<file path="config.mk">
export PLATFORM = sky130hd
export DESIGN_NAME = key_debounce_event_generator_flat
export DESIGN_NICKNAME = d
export VERILOG_FILES = /design/src/hdl/kde_pkg.sv /design/src/hdl/kde_req_if.sv /design/src/hdl/kde_rsp_if.sv /design/src/hdl/kde_state_mem.sv /design/src/hdl/kde_update.sv /design/src/hdl/kde_seq.sv /design/src/hdl/key_debounce_event_generator.sv /design/src/flat_wrapper.sv
export SDC_FILE = /design/constraint.sdc
export NUM_CORES = 1
export LEC_CHECK = 0
export BUFFER_PORTS_ARGS = -buffer_cell sky130_fd_sc_hd__buf_2
export CORE_ASPECT_RATIO = 1.75
export CORE_MARGIN = 2
export CORE_UTILIZATION = 45
export CTS_CLUSTER_DIAMETER = 100
export DETAILED_ROUTE_END_ITERATION = 6
export SYNTH_ARGS = -nofsm -noshare
export SYNTH_HDL_FRONTEND = slang
export SYNTH_HIERARCHICAL = 1
export SYNTH_SLANG_ARGS = --single-unit
</file>
<file path="constraint.sdc">
create_clock -name clock -period 17 [get_ports clock]
set_input_delay 3.4 -clock clock [delete_from_list [all_inputs] [get_ports clock]]
set_output_delay 3.4 -clock clock [all_outputs]
set_load 0.005 [all_outputs]
</file>
<file path="src/hdl/kde_pkg.sv">
package kde_pkg;

   localparam int CHANNELS_DEF = 16;
   localparam int MAX_CHANNELS = 16;
   localparam int CSR_IDX_W    = 3;
   localparam int CSR_DATA_W   = 32;

   typedef logic [3:0] chan_type;

   typedef enum logic [2:0] {
      EV_RELEASE      = 3'd0,
      EV_PRESS        = 3'd1,
      EV_LONG_PRESS   = 3'd2,
      EV_LONG_RELEASE = 3'd3,
      EV_REPEAT       = 3'd4
   } event_type;

   typedef enum logic [1:0] {
      MODE_PLAIN     = 2'd0,
      MODE_HOLD      = 2'd1,
      MODE_REPEAT    = 2'd2,
      MODE_PLAIN_ALT = 2'd3
   } mode_type;

   typedef enum logic [CSR_IDX_W-1:0] {
      CSR_DEBOUNCE_COUNT = 3'd0,
      CSR_HOLD_COUNT     = 3'd1,
      CSR_REPEAT_COUNT   = 3'd2,
      CSR_INVERT_MASK    = 3'd3,
      CSR_ENABLE_MASK    = 3'd4,
      CSR_KEY_MODES      = 3'd5
   } csr_index_type;

   typedef enum logic [1:0] {
      S_IDLE,
      S_READ,
      S_PROC,
      S_FLUSH
   } state_type;

   typedef struct packed {
      logic [7:0]  debounce_count;
      logic [15:0] hold_count;
      logic [15:0] repeat_count;
      logic [15:0] invert_mask;
      logic [15:0] enable_mask;
      logic [31:0] key_modes;
   } cfg_type;

   // per-channel state word held in the state memory
   typedef struct packed {
      logic        raw_prev;
      logic [7:0]  deb_cnt;
      logic        stable;
      logic        key_prev;
      logic [15:0] hold_cnt;
      logic [15:0] rep_cnt;
   } entry_type;

   typedef struct packed {
      logic [15:0] raw_pins;
      logic        run_debounce;
      logic        run_keys;
   } tick_type;

   typedef struct packed {
      logic     rd_en;
      logic     wr_en;
      chan_type addr;
   } mem_ctl_type;

endpackage

</file>
<file path="src/hdl/kde_req_if.sv">
interface kde_req_if;
   logic        valid;
   logic        ready;
   logic [15:0] raw_pins;
   logic        run_debounce;
   logic        run_keys;

   modport source (output valid, raw_pins, run_debounce, run_keys, input ready);
   modport sink   (input valid, raw_pins, run_debounce, run_keys, output ready);
endinterface

</file>
<file path="src/hdl/kde_rsp_if.sv">
interface kde_rsp_if;
   logic       valid;
   logic       ready;
   logic [3:0] channel;
   logic [2:0] event_code;
   logic       last_event;

   modport source (output valid, channel, event_code, last_event, input ready);
   modport sink   (input valid, channel, event_code, last_event, output ready);
endinterface

</file>
<file path="src/hdl/kde_state_mem.sv">
module kde_state_mem #(
   parameter int CHANNELS = kde_pkg::CHANNELS_DEF
) (
   input  logic                clock,
   input  logic                reset,
   input  kde_pkg::mem_ctl_type mem_ctl,
   input  kde_pkg::entry_type  wr_entry,
   output kde_pkg::entry_type  rd_entry
);

   localparam int AW = (CHANNELS > 1) ? $clog2(CHANNELS) : 1;

   kde_pkg::entry_type mem_ff [CHANNELS];
   logic               vld_ff [CHANNELS];
   kde_pkg::entry_type rd_data_ff;
   logic               rd_vld_ff;
   logic [AW-1:0]      addr;

   assign addr = mem_ctl.addr[AW-1:0];

   always_ff @(posedge clock) begin
      if (mem_ctl.wr_en) begin
         mem_ff[addr] <= wr_entry;
      end
      if (mem_ctl.rd_en) begin
         rd_data_ff <= mem_ff[addr];
      end
   end

   // entries never written read as the reset value, all zero
   always_ff @(posedge clock) begin
      if (reset) begin
         for (int i = 0; i < CHANNELS; i++) begin
            vld_ff[i] <= 1'b0;
         end
         rd_vld_ff <= 1'b0;
      end else begin
         if (mem_ctl.wr_en) begin
            vld_ff[addr] <= 1'b1;
         end
         if (mem_ctl.rd_en) begin
            rd_vld_ff <= vld_ff[addr];
         end
      end
   end

   assign rd_entry = rd_vld_ff ? rd_data_ff : '0;

endmodule

</file>
<file path="src/hdl/kde_update.sv">
module kde_update (
   input  kde_pkg::cfg_type   cfg,
   input  kde_pkg::tick_type  tick,
   input  kde_pkg::chan_type  chan,
   input  kde_pkg::entry_type cur,
   output kde_pkg::entry_type nxt,
   output logic               ev_valid,
   output kde_pkg::event_type ev_code
);

   logic              level;
   kde_pkg::mode_type mode;
   logic [15:0]       hold_inc;

   assign level    = tick.raw_pins[chan] ^ cfg.invert_mask[chan];
   assign mode     = kde_pkg::mode_type'(cfg.key_modes[{chan, 1'b0} +: 2]);
   assign hold_inc = cur.hold_cnt + 16'd1;

   always_comb begin
      nxt      = cur;
      ev_valid = 1'b0;
      ev_code  = kde_pkg::EV_RELEASE;

      // debounce first; the key pass sees the updated stable level
      if (tick.run_debounce) begin
         nxt.raw_prev = level;
         if (level != cur.raw_prev) begin
            nxt.deb_cnt = '0;
         end else if (cur.deb_cnt != cfg.debounce_count) begin
            nxt.deb_cnt = cur.deb_cnt + 8'd1;
         end else begin
            nxt.stable = level;
         end
      end

      if (tick.run_keys && cfg.enable_mask[chan]) begin
         nxt.key_prev = nxt.stable;
         if (nxt.stable != cur.key_prev) begin
            ev_valid = 1'b1;
            if (mode == kde_pkg::MODE_HOLD && !nxt.stable &&
                cur.hold_cnt == cfg.hold_count) begin
               ev_code = kde_pkg::EV_LONG_RELEASE;
            end else if (nxt.stable) begin
               ev_code = kde_pkg::EV_PRESS;
            end else begin
               ev_code = kde_pkg::EV_RELEASE;
            end
            nxt.hold_cnt = '0;
            nxt.rep_cnt  = '0;
         end else if (mode != kde_pkg::MODE_PLAIN && nxt.stable) begin
            if (cur.hold_cnt != cfg.hold_count) begin
               nxt.hold_cnt = hold_inc;
               if (hold_inc == cfg.hold_count && mode == kde_pkg::MODE_HOLD) begin
                  ev_valid = 1'b1;
                  ev_code  = kde_pkg::EV_LONG_PRESS;
               end
            end else if (mode == kde_pkg::MODE_REPEAT) begin
               if (cur.rep_cnt != cfg.repeat_count) begin
                  nxt.rep_cnt = cur.rep_cnt + 16'd1;
               end else begin
                  nxt.rep_cnt = '0;
                  ev_valid    = 1'b1;
                  ev_code     = kde_pkg::EV_REPEAT;
               end
            end
         end
      end
   end

endmodule

</file>
<file path="src/hdl/kde_seq.sv">
module kde_seq #(
   parameter int CHANNELS = kde_pkg::CHANNELS_DEF
) (
   input  logic                 clock,
   input  logic                 reset,
   kde_req_if.sink              req_chan,
   kde_rsp_if.source            rsp_chan,
   output kde_pkg::mem_ctl_type mem_ctl,
   output kde_pkg::tick_type    tick,
   output kde_pkg::chan_type    chan,
   input  logic                 ev_valid,
   input  kde_pkg::event_type   ev_code
);

   localparam int AW = (CHANNELS > 1) ? $clog2(CHANNELS) : 1;

   kde_pkg::state_type state_ff, state_in;
   kde_pkg::tick_type  tick_ff, tick_in;
   logic [AW-1:0]      ch_ff, ch_in;

   logic               pend_valid_ff, pend_valid_in;
   kde_pkg::chan_type  pend_chan_ff, pend_chan_in;
   kde_pkg::event_type pend_code_ff, pend_code_in;

   logic               rsp_valid_ff, rsp_valid_in;
   kde_pkg::chan_type  rsp_chan_ff, rsp_chan_in;
   kde_pkg::event_type rsp_code_ff, rsp_code_in;
   logic               rsp_last_ff, rsp_last_in;

   logic               out_free;
   logic               stall;
   logic               last_ch;
   logic               rsp_load;

   assign out_free = !rsp_valid_ff || rsp_chan.ready;
   assign last_ch  = (ch_ff == AW'(CHANNELS - 1));
   assign stall    = (state_ff == kde_pkg::S_PROC) && ev_valid && pend_valid_ff && !out_free;

   assign chan = kde_pkg::chan_type'(ch_ff);
   assign tick = tick_ff;

   assign mem_ctl.rd_en = (state_ff == kde_pkg::S_READ);
   assign mem_ctl.wr_en = (state_ff == kde_pkg::S_PROC) && !stall;
   assign mem_ctl.addr  = chan;

   assign req_chan.ready      = (state_ff == kde_pkg::S_IDLE);
   assign rsp_chan.valid      = rsp_valid_ff;
   assign rsp_chan.channel    = rsp_chan_ff;
   assign rsp_chan.event_code = rsp_code_ff;
   assign rsp_chan.last_event = rsp_last_ff;

   always_comb begin
      state_in = state_ff;
      unique case (state_ff)
         kde_pkg::S_IDLE: begin
            if (req_chan.valid) state_in = kde_pkg::S_READ;
         end
         kde_pkg::S_READ: begin
            state_in = kde_pkg::S_PROC;
         end
         kde_pkg::S_PROC: begin
            if (!stall) state_in = last_ch ? kde_pkg::S_FLUSH : kde_pkg::S_READ;
         end
         kde_pkg::S_FLUSH: begin
            if (!pend_valid_ff || out_free) state_in = kde_pkg::S_IDLE;
         end
         default: state_in = kde_pkg::S_IDLE;
      endcase
   end

   always_comb begin
      tick_in       = tick_ff;
      ch_in         = ch_ff;
      pend_valid_in = pend_valid_ff;
      pend_chan_in  = pend_chan_ff;
      pend_code_in  = pend_code_ff;
      rsp_load      = 1'b0;
      rsp_chan_in   = rsp_chan_ff;
      rsp_code_in   = rsp_code_ff;
      rsp_last_in   = rsp_last_ff;

      unique case (state_ff)
         kde_pkg::S_IDLE: begin
            if (req_chan.valid) begin
               tick_in.raw_pins     = req_chan.raw_pins;
               tick_in.run_debounce = req_chan.run_debounce;
               tick_in.run_keys     = req_chan.run_keys;
               ch_in                = '0;
            end
         end
         kde_pkg::S_READ: begin
         end
         kde_pkg::S_PROC: begin
            if (!stall) begin
               if (!last_ch) ch_in = ch_ff + AW'(1);
               // a new event pushes the held one out; it cannot be the last
               if (ev_valid) begin
                  if (pend_valid_ff) begin
                     rsp_load    = 1'b1;
                     rsp_chan_in = pend_chan_ff;
                     rsp_code_in = pend_code_ff;
                     rsp_last_in = 1'b0;
                  end
                  pend_valid_in = 1'b1;
                  pend_chan_in  = chan;
                  pend_code_in  = ev_code;
               end
            end
         end
         kde_pkg::S_FLUSH: begin
            if (pend_valid_ff && out_free) begin
               rsp_load      = 1'b1;
               rsp_chan_in   = pend_chan_ff;
               rsp_code_in   = pend_code_ff;
               rsp_last_in   = 1'b1;
               pend_valid_in = 1'b0;
            end
         end
         default: begin
         end
      endcase

      if (rsp_load) begin
         rsp_valid_in = 1'b1;
      end else if (rsp_chan.ready) begin
         rsp_valid_in = 1'b0;
      end else begin
         rsp_valid_in = rsp_valid_ff;
      end
   end

   always_ff @(posedge clock) begin
      if (reset) begin
         state_ff      <= kde_pkg::S_IDLE;
         pend_valid_ff <= 1'b0;
         rsp_valid_ff  <= 1'b0;
         ch_ff         <= '0;
      end else begin
         state_ff      <= state_in;
         pend_valid_ff <= pend_valid_in;
         rsp_valid_ff  <= rsp_valid_in;
         ch_ff         <= ch_in;
      end
   end

   always_ff @(posedge clock) begin
      tick_ff      <= tick_in;
      pend_chan_ff <= pend_chan_in;
      pend_code_ff <= pend_code_in;
      rsp_chan_ff  <= rsp_chan_in;
      rsp_code_ff  <= rsp_code_in;
      rsp_last_ff  <= rsp_last_in;
   end

   a_no_rd_wr_overlap: assert property (@(posedge clock) disable iff (reset)
      !(mem_ctl.rd_en && mem_ctl.wr_en))
      else $error("state memory read and write in the same cycle");

   a_idle_no_pending: assert property (@(posedge clock) disable iff (reset)
      req_chan.ready |-> !pend_valid_ff)
      else $error("new transaction accepted while an event is still held");

   a_stall_holds_proc: assert property (@(posedge clock) disable iff (reset)
      stall |=> (state_ff == kde_pkg::S_PROC) && $stable(ch_ff))
      else $error("channel advanced while its event could not be stored");

   a_flush_marks_last: assert property (@(posedge clock) disable iff (reset)
      (rsp_load && state_ff == kde_pkg::S_FLUSH) |=> (rsp_valid_ff && rsp_last_ff))
      else $error("final event of a tick not marked last");

endmodule

</file>
<file path="src/hdl/key_debounce_event_generator.sv">
// Key debounce and event generator. Each transaction on req_chan is one tick: raw
// pin levels for every channel plus flags that select the debounce pass, the key
// pass, or both. The block walks the channels in order through a single state
// memory, with a read state and then a modify/write state for each channel; the
// modify/write state waits while rsp_chan back-pressure keeps a new event from
// being stored. Events come out in increasing channel order, at most one per
// channel, and last_event marks the final event of a tick; a tick with no events
// yields no transaction. Configuration registers are written through the csr_
// port and must only change while no tick is in progress.
module key_debounce_event_generator #(
   parameter int CHANNELS = kde_pkg::CHANNELS_DEF
) (
   input  logic                            clock,
   input  logic                            reset,
   kde_req_if.sink                         req_chan,
   kde_rsp_if.source                       rsp_chan,
   input  logic                            csr_wr_en,
   input  logic [kde_pkg::CSR_IDX_W-1:0]   csr_index,
   input  logic [kde_pkg::CSR_DATA_W-1:0]  csr_wdata
);

   kde_pkg::cfg_type     cfg_ff, cfg_in;
   kde_pkg::mem_ctl_type mem_ctl;
   kde_pkg::tick_type    tick;
   kde_pkg::chan_type    chan;
   kde_pkg::entry_type   rd_entry;
   kde_pkg::entry_type   wr_entry;
   logic                 ev_valid;
   kde_pkg::event_type   ev_code;

   always_comb begin
      cfg_in = cfg_ff;
      if (csr_wr_en) begin
         unique case (csr_index)
            kde_pkg::CSR_DEBOUNCE_COUNT: cfg_in.debounce_count = csr_wdata[7:0];
            kde_pkg::CSR_HOLD_COUNT:     cfg_in.hold_count     = csr_wdata[15:0];
            kde_pkg::CSR_REPEAT_COUNT:   cfg_in.repeat_count   = csr_wdata[15:0];
            kde_pkg::CSR_INVERT_MASK:    cfg_in.invert_mask    = csr_wdata[15:0];
            kde_pkg::CSR_ENABLE_MASK:    cfg_in.enable_mask    = csr_wdata[15:0];
            kde_pkg::CSR_KEY_MODES:      cfg_in.key_modes      = csr_wdata[31:0];
            default: begin
            end
         endcase
      end
   end

   always_ff @(posedge clock) begin
      if (reset) begin
         cfg_ff.debounce_count <= 8'd3;
         cfg_ff.hold_count     <= 16'd100;
         cfg_ff.repeat_count   <= 16'd10;
         cfg_ff.invert_mask    <= '0;
         cfg_ff.enable_mask    <= '0;
         cfg_ff.key_modes      <= '0;
      end else begin
         cfg_ff <= cfg_in;
      end
   end

   kde_seq #(
      .CHANNELS (CHANNELS)
   ) u_seq (
      .clock    (clock),
      .reset    (reset),
      .req_chan (req_chan),
      .rsp_chan (rsp_chan),
      .mem_ctl  (mem_ctl),
      .tick     (tick),
      .chan     (chan),
      .ev_valid (ev_valid),
      .ev_code  (ev_code)
   );

   kde_state_mem #(
      .CHANNELS (CHANNELS)
   ) u_state_mem (
      .clock    (clock),
      .reset    (reset),
      .mem_ctl  (mem_ctl),
      .wr_entry (wr_entry),
      .rd_entry (rd_entry)
   );

   kde_update u_update (
      .cfg      (cfg_ff),
      .tick     (tick),
      .chan     (chan),
      .cur      (rd_entry),
      .nxt      (wr_entry),
      .ev_valid (ev_valid),
      .ev_code  (ev_code)
   );

endmodule
</file>
<file path="src/flat_wrapper.sv">
// flat-port wrapper written by rule: the top's interface ports become plain ports
module key_debounce_event_generator_flat 
#(
   parameter int CHANNELS = kde_pkg::CHANNELS_DEF
)
  (clock, reset, csr_wr_en, csr_index, csr_wdata, req_chan_valid, req_chan_raw_pins, req_chan_run_debounce, req_chan_run_keys, req_chan_ready, rsp_chan_valid, rsp_chan_channel, rsp_chan_event_code, rsp_chan_last_event, rsp_chan_ready);
  kde_req_if req_chan_i ();
  kde_rsp_if rsp_chan_i ();
  input  logic clock;
  input  logic reset;
  input  logic csr_wr_en;
  input  logic [kde_pkg::CSR_IDX_W-1:0] csr_index;
  input  logic [kde_pkg::CSR_DATA_W-1:0] csr_wdata;
  input wire logic [$bits(req_chan_i.valid)-1:0] req_chan_valid;
  input wire logic [$bits(req_chan_i.raw_pins)-1:0] req_chan_raw_pins;
  input wire logic [$bits(req_chan_i.run_debounce)-1:0] req_chan_run_debounce;
  input wire logic [$bits(req_chan_i.run_keys)-1:0] req_chan_run_keys;
  output wire logic [$bits(req_chan_i.ready)-1:0] req_chan_ready;
  output wire logic [$bits(rsp_chan_i.valid)-1:0] rsp_chan_valid;
  output wire logic [$bits(rsp_chan_i.channel)-1:0] rsp_chan_channel;
  output wire logic [$bits(rsp_chan_i.event_code)-1:0] rsp_chan_event_code;
  output wire logic [$bits(rsp_chan_i.last_event)-1:0] rsp_chan_last_event;
  input wire logic [$bits(rsp_chan_i.ready)-1:0] rsp_chan_ready;
  assign req_chan_i.valid = req_chan_valid;
  assign req_chan_i.raw_pins = req_chan_raw_pins;
  assign req_chan_i.run_debounce = req_chan_run_debounce;
  assign req_chan_i.run_keys = req_chan_run_keys;
  assign req_chan_ready = req_chan_i.ready;
  assign rsp_chan_valid = rsp_chan_i.valid;
  assign rsp_chan_channel = rsp_chan_i.channel;
  assign rsp_chan_event_code = rsp_chan_i.event_code;
  assign rsp_chan_last_event = rsp_chan_i.last_event;
  assign rsp_chan_i.ready = rsp_chan_ready;
  key_debounce_event_generator #(.CHANNELS(CHANNELS)) u_core (.clock(clock), .reset(reset), .req_chan(req_chan_i), .rsp_chan(rsp_chan_i), .csr_wr_en(csr_wr_en), .csr_index(csr_index), .csr_wdata(csr_wdata));
endmodule
</file>
# [After elaboration in Yosys (flattened, before gate mapping)]
# Memory sizes are Yosys's and may differ from the RTL's. A register that Yosys moved wholly into a read port is not among the register bits.
# Index checks and enable logic that the tools add are counted.
[op_classes] n_eq_ne=25 bitwise_logic=2 add_sub_neg=4 n_shift=1 mux=78 order_cmp=1 n_reduce_logical=36
[op_table] op="$mux W16" n=4
[op_table] op="$mux W32" n=2
[op_table] op="$mux W43" n=1
[op_table] op="$mux W1" n=34
[op_table] op="$mux W33" n=1
[op_table] op="$add A16 B1 Y16 const B" n=2
[op_table] op="$eq A16 B16 Y1" n=2
[op_table] op="$mux W4" n=8
[op_table] op="$ne A16 B16 Y1" n=2
[op_table] op="$shiftx A32 B6 Y2" n=1
[op_table] op="$mux W3" n=9
[op_table] op="$mux W8" n=2
[op_table] op="$pmux W4 S2" n=2
[op_table] op="$ne A2 B2 Y1 const B" n=7
[op_table] op="$reduce_and A2 Y1" n=7
[op_table] op="$bmux W1 S4" n=3
[op_table] op="$mux W2" n=6
[op_table] op="$logic_and A1 B1 Y1" n=10
[op_table] op="$mux W10" n=1
[op_table] op="$add A8 B1 Y8 const B" n=1
[op_table] op="$ne A8 B8 Y1" n=1
[op_table] op="$pmux W2 S4" n=1
[op_table] op="$reduce_and A4 Y1" n=2
[op_table] op="$reduce_bool A2 Y1" n=4
[op_table] op="other kinds (20)" n=34
[word_totals] ff_bits=145 word_cells=167 mem_count=2 inputBits=58 ram_bits=704 output_inout_bits=10
[mem_list] memory="u_core.u_state_mem.mem_ff" depth=16 width=43 rd=1 rd_clocked_by_memory_dff=1 write_ports=1 line_no="kde_state_mem.sv:13" text="kde_pkg::entry_type mem_ff [CHANNELS];"
[mem_list] memory="u_core.u_state_mem.vld_ff" depth=16 width=1 rd=1 rd_clocked_by_memory_dff=1 write_ports=16 line_no="kde_state_mem.sv:14" text="logic vld_ff [CHANNELS];"

# [Longest topological paths before layout]
[depth] word_depth=20 depth_mapped=17 ltp_nobuf=15

# [Cells and area by module]
# Netlist, hierarchy kept.
[by_module_without_submodules] mod="kde_state_mem" instances=1 seq_area_each_um2=22291.4 cells_each=1138 area_per_inst_um2=28396.0
[by_module_without_submodules] mod="key_debounce_event_generator" instances=1 seq_area_each_um2=2082.0 cells_each=386 area_per_inst_um2=4211.5
[by_module_without_submodules] mod="kde_update" instances=1 seq_area_each_um2=0.0 cells_each=411 area_per_inst_um2=3035.4
[by_module_without_submodules] mod="kde_seq" instances=1 seq_area_each_um2=1151.1 cells_each=91 area_per_inst_um2=1482.7

# [Least setup slack after synthesis]
# Ideal clock, no wire load.
[synth_timing] path_kind="input port to flip-flop" from="in rsp_chan_ready" to="mem u_core/u_state_mem/mem_ff[0][0] (netlist bit) (enable)" required_ns=16.503 arrival_time_ns=7.573 setup_slack_ns=8.930 setup_ns=0.497 stages=5 path_buffers=0 path_cell_list="nand3b_1 -> nor2_1 -> nor3b_1 -> or3b_2 -> nor3_1"
[synth_lines] item="start: declaration" line_no="flat_wrapper.sv:23" text="input wire logic [$bits(rsp_chan_i.ready)-1:0] rsp_chan_ready;"
[synth_lines] item="end: declaration" line_no="kde_state_mem.sv:13"

==> run summary <==
Status - completed
Number of nets produced by synthesis - 2088
Skew final - 0.01422 ns
Depth of the worst register-to-register path - 14
CTS H-tree lvls - 3
Via count of the first global-routing pass - 19550
Post-placement cell area - 0.03859 mm^2
Die Height - 384.0 um
PnR worst setup slack - 9.417 ns
Element type at the critical path end - flop
Final Net Count - 2150
Final Wtd Congestion - 0.8707
Diode insertion count for antenna repair - 0
Min Clock Period, post-route - 7.583 ns
Class of the tightest hold or removal check - reg2reg
Via total after detailed routing - 18825
Pin count of the biggest net entering global routing - 148
Number of distinct library cells after synthesis - 77
Hold Fails Final Rpt - 0
Post-synth top flop - sky130_fd_sc_hd__edfxtp_1
DIE AREA - 0.08491 mm^2
Clock sink total - 893
Sum of routed wire length over all layers - 86420 um
Library cell used as clock root buffer - sky130_fd_sc_hd__clkbuf_16
Total instance count after detailed placement - 3066
Pins over their slew limit - 0
Flops & latches, synth - 893
Core Footprint - 0.08191 mm^2
Number of top-level pins - 68
Initial standard-cell utilization of the core - 0.4532
Residual antenna-violating net count after detailed routing - 0
Setup TNS after final layout - 0 ns
Clock-pin slew on the worst setup and hold paths - 0.07 ns
Synthesis warning total - 6
Synthesized instance count - 2026
Largest driver fanout on the critical path - 117
Post-CTS sizing - 0
RSZ-0062 raised after global routing - no
Maximum buffer depth of the clock tree - 3
Detailed-route vias per instance - 5.868
Mean Syn Cell Area - 18.32 um^2
Sort of element at the start of the critical path - flop
# DRC - 0
Wirelength per Cell - 26.94 um
Leading cell types in the layout, fill and taps excluded - sky130_fd_sc_hd__edfxtp_1 (764), sky130_fd_sc_hd__mux4_2 (184), sky130_fd_sc_hd__nand2b_1 (134)
Clock insertion delay at the later pin of the skew report - 0.66 ns
Cell type with the highest aggregate area in the netlist - sky130_fd_sc_hd__edfxtp_1
Total setup violations reported at the end of the flow - 0
Transition time of the tightest slew-check pin - 1.334 ns
GRT Resource Usage Total - 0.2054
Final std cell area, no fill - 0.04130 mm^2
Async S/R FF share, synth - 0
Site Rows - 139
Static Leak - 13.45 nW
Number of DRC markers in iteration 0 - 1753
CP Class - reg2reg
Portion of the clock cycle consumed by the worst path in the final layout - 0.4461
Aggregate global routing overflow - 0
Area grow syn2layout - 11.23%
Detailed placement HPWL - 57380 um
Worst IR drop on VDD - 101.2 uV
GR Layer Usage met3 - 0.03335
Maximum clock frequency - 131.9 MHz
Number of flops mapped to enable cells by yosys - 764
Main area contributors after synthesis - sky130_fd_sc_hd__edfxtp_1 (62%), sky130_fd_sc_hd__mux4_2 (11%), sky130_fd_sc_hd__dfxtp_1 (7.0%)
Slew margin rel. - 0.1046
Post-route non-filler standard cell count - 3208
CTS Buf Count - 77
Quantity of hold-fixing buffers added after cts - 0
TritonCTS clock tree - done
Post-synthesis sequential area ratio - 0.6875
Post CTS Setup Buffer Count - 0
Buffers on Ports - 67
Initial antenna violation count - 0
Die X - 221.1 um
Number of max-cap violations - 0
Most common cell after layout, fill and taps aside - sky130_fd_sc_hd__edfxtp_1
Most used routing layer - met2
M2 GR Usage - 0.3624
Power per unit of standard cell area - 109.7 mW/mm^2
Data arrival time of the worst path - 7.88 ns
Cell depth of the worst hold path - 0
Share of Yosys cell area claimed by the top area cell type - 0.6180
WP data required - 17.29 ns
Wire length of the first global-routing pass - 129400 um
Post-synthesis cell area - 0.03713 mm^2
Ratio of cells with drive above 1 in the final layout - 0.2185
Total iterations of the first detailed-routing run - 7
GRT met1 Usage - 0.2516
Core utilization of the finished layout - 0.5041
Post-placement worst setup slack - 9.433 ns
[registers in the layout, indices dropped and copies added, names as in the netlist]
name and flops:
u_core/u_state_mem/mem_ff 688, u_core/cfg_ff 104, u_core/u_state_mem/rd_data_ff 43, u_core/u_seq/tick 18
u_core/u_state_mem/vld_ff 16, u_core/u_seq/chan 4, u_core/u_seq/pend_chan_ff 4, u_core/u_seq/rsp_chan.channel 4
u_core/u_seq/pend_code_ff 3, u_core/u_seq/rsp_chan.event_code 3, u_core/u_seq/state_ff 2, u_core/u_seq/pend_valid_ff 1
u_core/u_seq/rsp_chan.last_event 1, u_core/u_seq/rsp_chan.valid 1, u_core/u_state_mem/rd_vld_ff 1
[area by class of cell]
type	instances	area (um^2)
clock buffers	86	1982
clock inverters	56	718.2
fillers	6543	40620
inverters	18	67.56
multi-input cells	995	11030
flip-flops and latches	893	25540
well taps	1057	1323
repair buffers	103	633.1
[worst paths after layout]
check | from | endpoint | slack, ns
max reg2reg | u_core/u_seq/chan[0] | u_core/u_state_mem/mem_ff[0][37] | 9.42
min | u_core/u_seq/pend_chan_ff[1] | u_core/u_seq/rsp_chan.channel[1] | 0.42
max | u_core/u_seq/chan[0] | u_core/u_state_mem/mem_ff[0][37] | 9.42
min reg2reg | u_core/u_seq/pend_chan_ff[1] | u_core/u_seq/rsp_chan.channel[1] | 0.42
[power breakdown]
group	total, mW	internal, mW	switching (mW)
Clock	1.88	1.08	0.804
Sequential	2.41	2.40	0.0153
Combinational	0.234	0.0955	0.138
[per-stage QoR]
stage | power, mW | hold WS [ns]
3_3_place_gp | 2.693 | 0.4046
3_5_place_dp | 2.697 | 0.4066
2_1_floorplan | 2.619 | 0.4003
5_1_grt | 4.668 | 0.4247
6_report | 4.532 | 0.4211
4_1_cts | 4.575 | 0.4215
[critical path, cell delays in order, from the launching register on]
cell	delay, ns
sky130_fd_sc_hd__dfxtp_4	0.86
sky130_fd_sc_hd__buf_12	0.68
sky130_fd_sc_hd__mux4_2	0.60
sky130_fd_sc_hd__mux2_2	0.35
sky130_fd_sc_hd__nor3b_1	0.17
sky130_fd_sc_hd__a31oi_1	0.42
sky130_fd_sc_hd__nor4_1	0.16
sky130_fd_sc_hd__o2111ai_1	0.16
sky130_fd_sc_hd__a41oi_1	0.32
sky130_fd_sc_hd__nand3b_1	0.31
sky130_fd_sc_hd__nor2_1	0.08
sky130_fd_sc_hd__nor3b_1	0.93
sky130_fd_sc_hd__or3b_2	0.64
sky130_fd_sc_hd__nor3_2	0.69
sky130_fd_sc_hd__buf_4	0.57
[cell families (layout without fill, tap and decap cells)]
kind of cell,count (synthesis),in the layout,synth area share
buffers and inverters,138,263,0.01945
AND/OR/NAND/NOR,443,443,0.06963
XOR/XNOR,60,60,0.01436
flip-flops,893,893,0.6875
multiplexers,360,360,0.1839
adder cells (fa/ha/maj),4,4,0.001348
AO/OA/AOI/OAI,128,128,0.02379
[layer usage]
metal | share of wire | vias to the layer above
met5 | 0 | -
met4 | 0.039 | 0
met2 | 0.52 | 535
met1 | 0.39 | 9902
met3 | 0.048 | 147
li1 | - | 8241
[synthesized netlist by cell type (31+ instances only)]
master	instances
sky130_fd_sc_hd__edfxtp_1	764
sky130_fd_sc_hd__mux4_2	184
sky130_fd_sc_hd__nand2b_1	134
sky130_fd_sc_hd__dfxtp_1	129
sky130_fd_sc_hd__mux2i_1	114
sky130_fd_sc_hd__nor2_1	76
sky130_fd_sc_hd__clkbuf_1	58
sky130_fd_sc_hd__mux4_1	56
sky130_fd_sc_hd__and2_1	54
sky130_fd_sc_hd__xor2_1	36
sky130_fd_sc_hd__nand2_1	33
sky130_fd_sc_hd__a21oi_1	31
(Power assumes the default switching activity.)
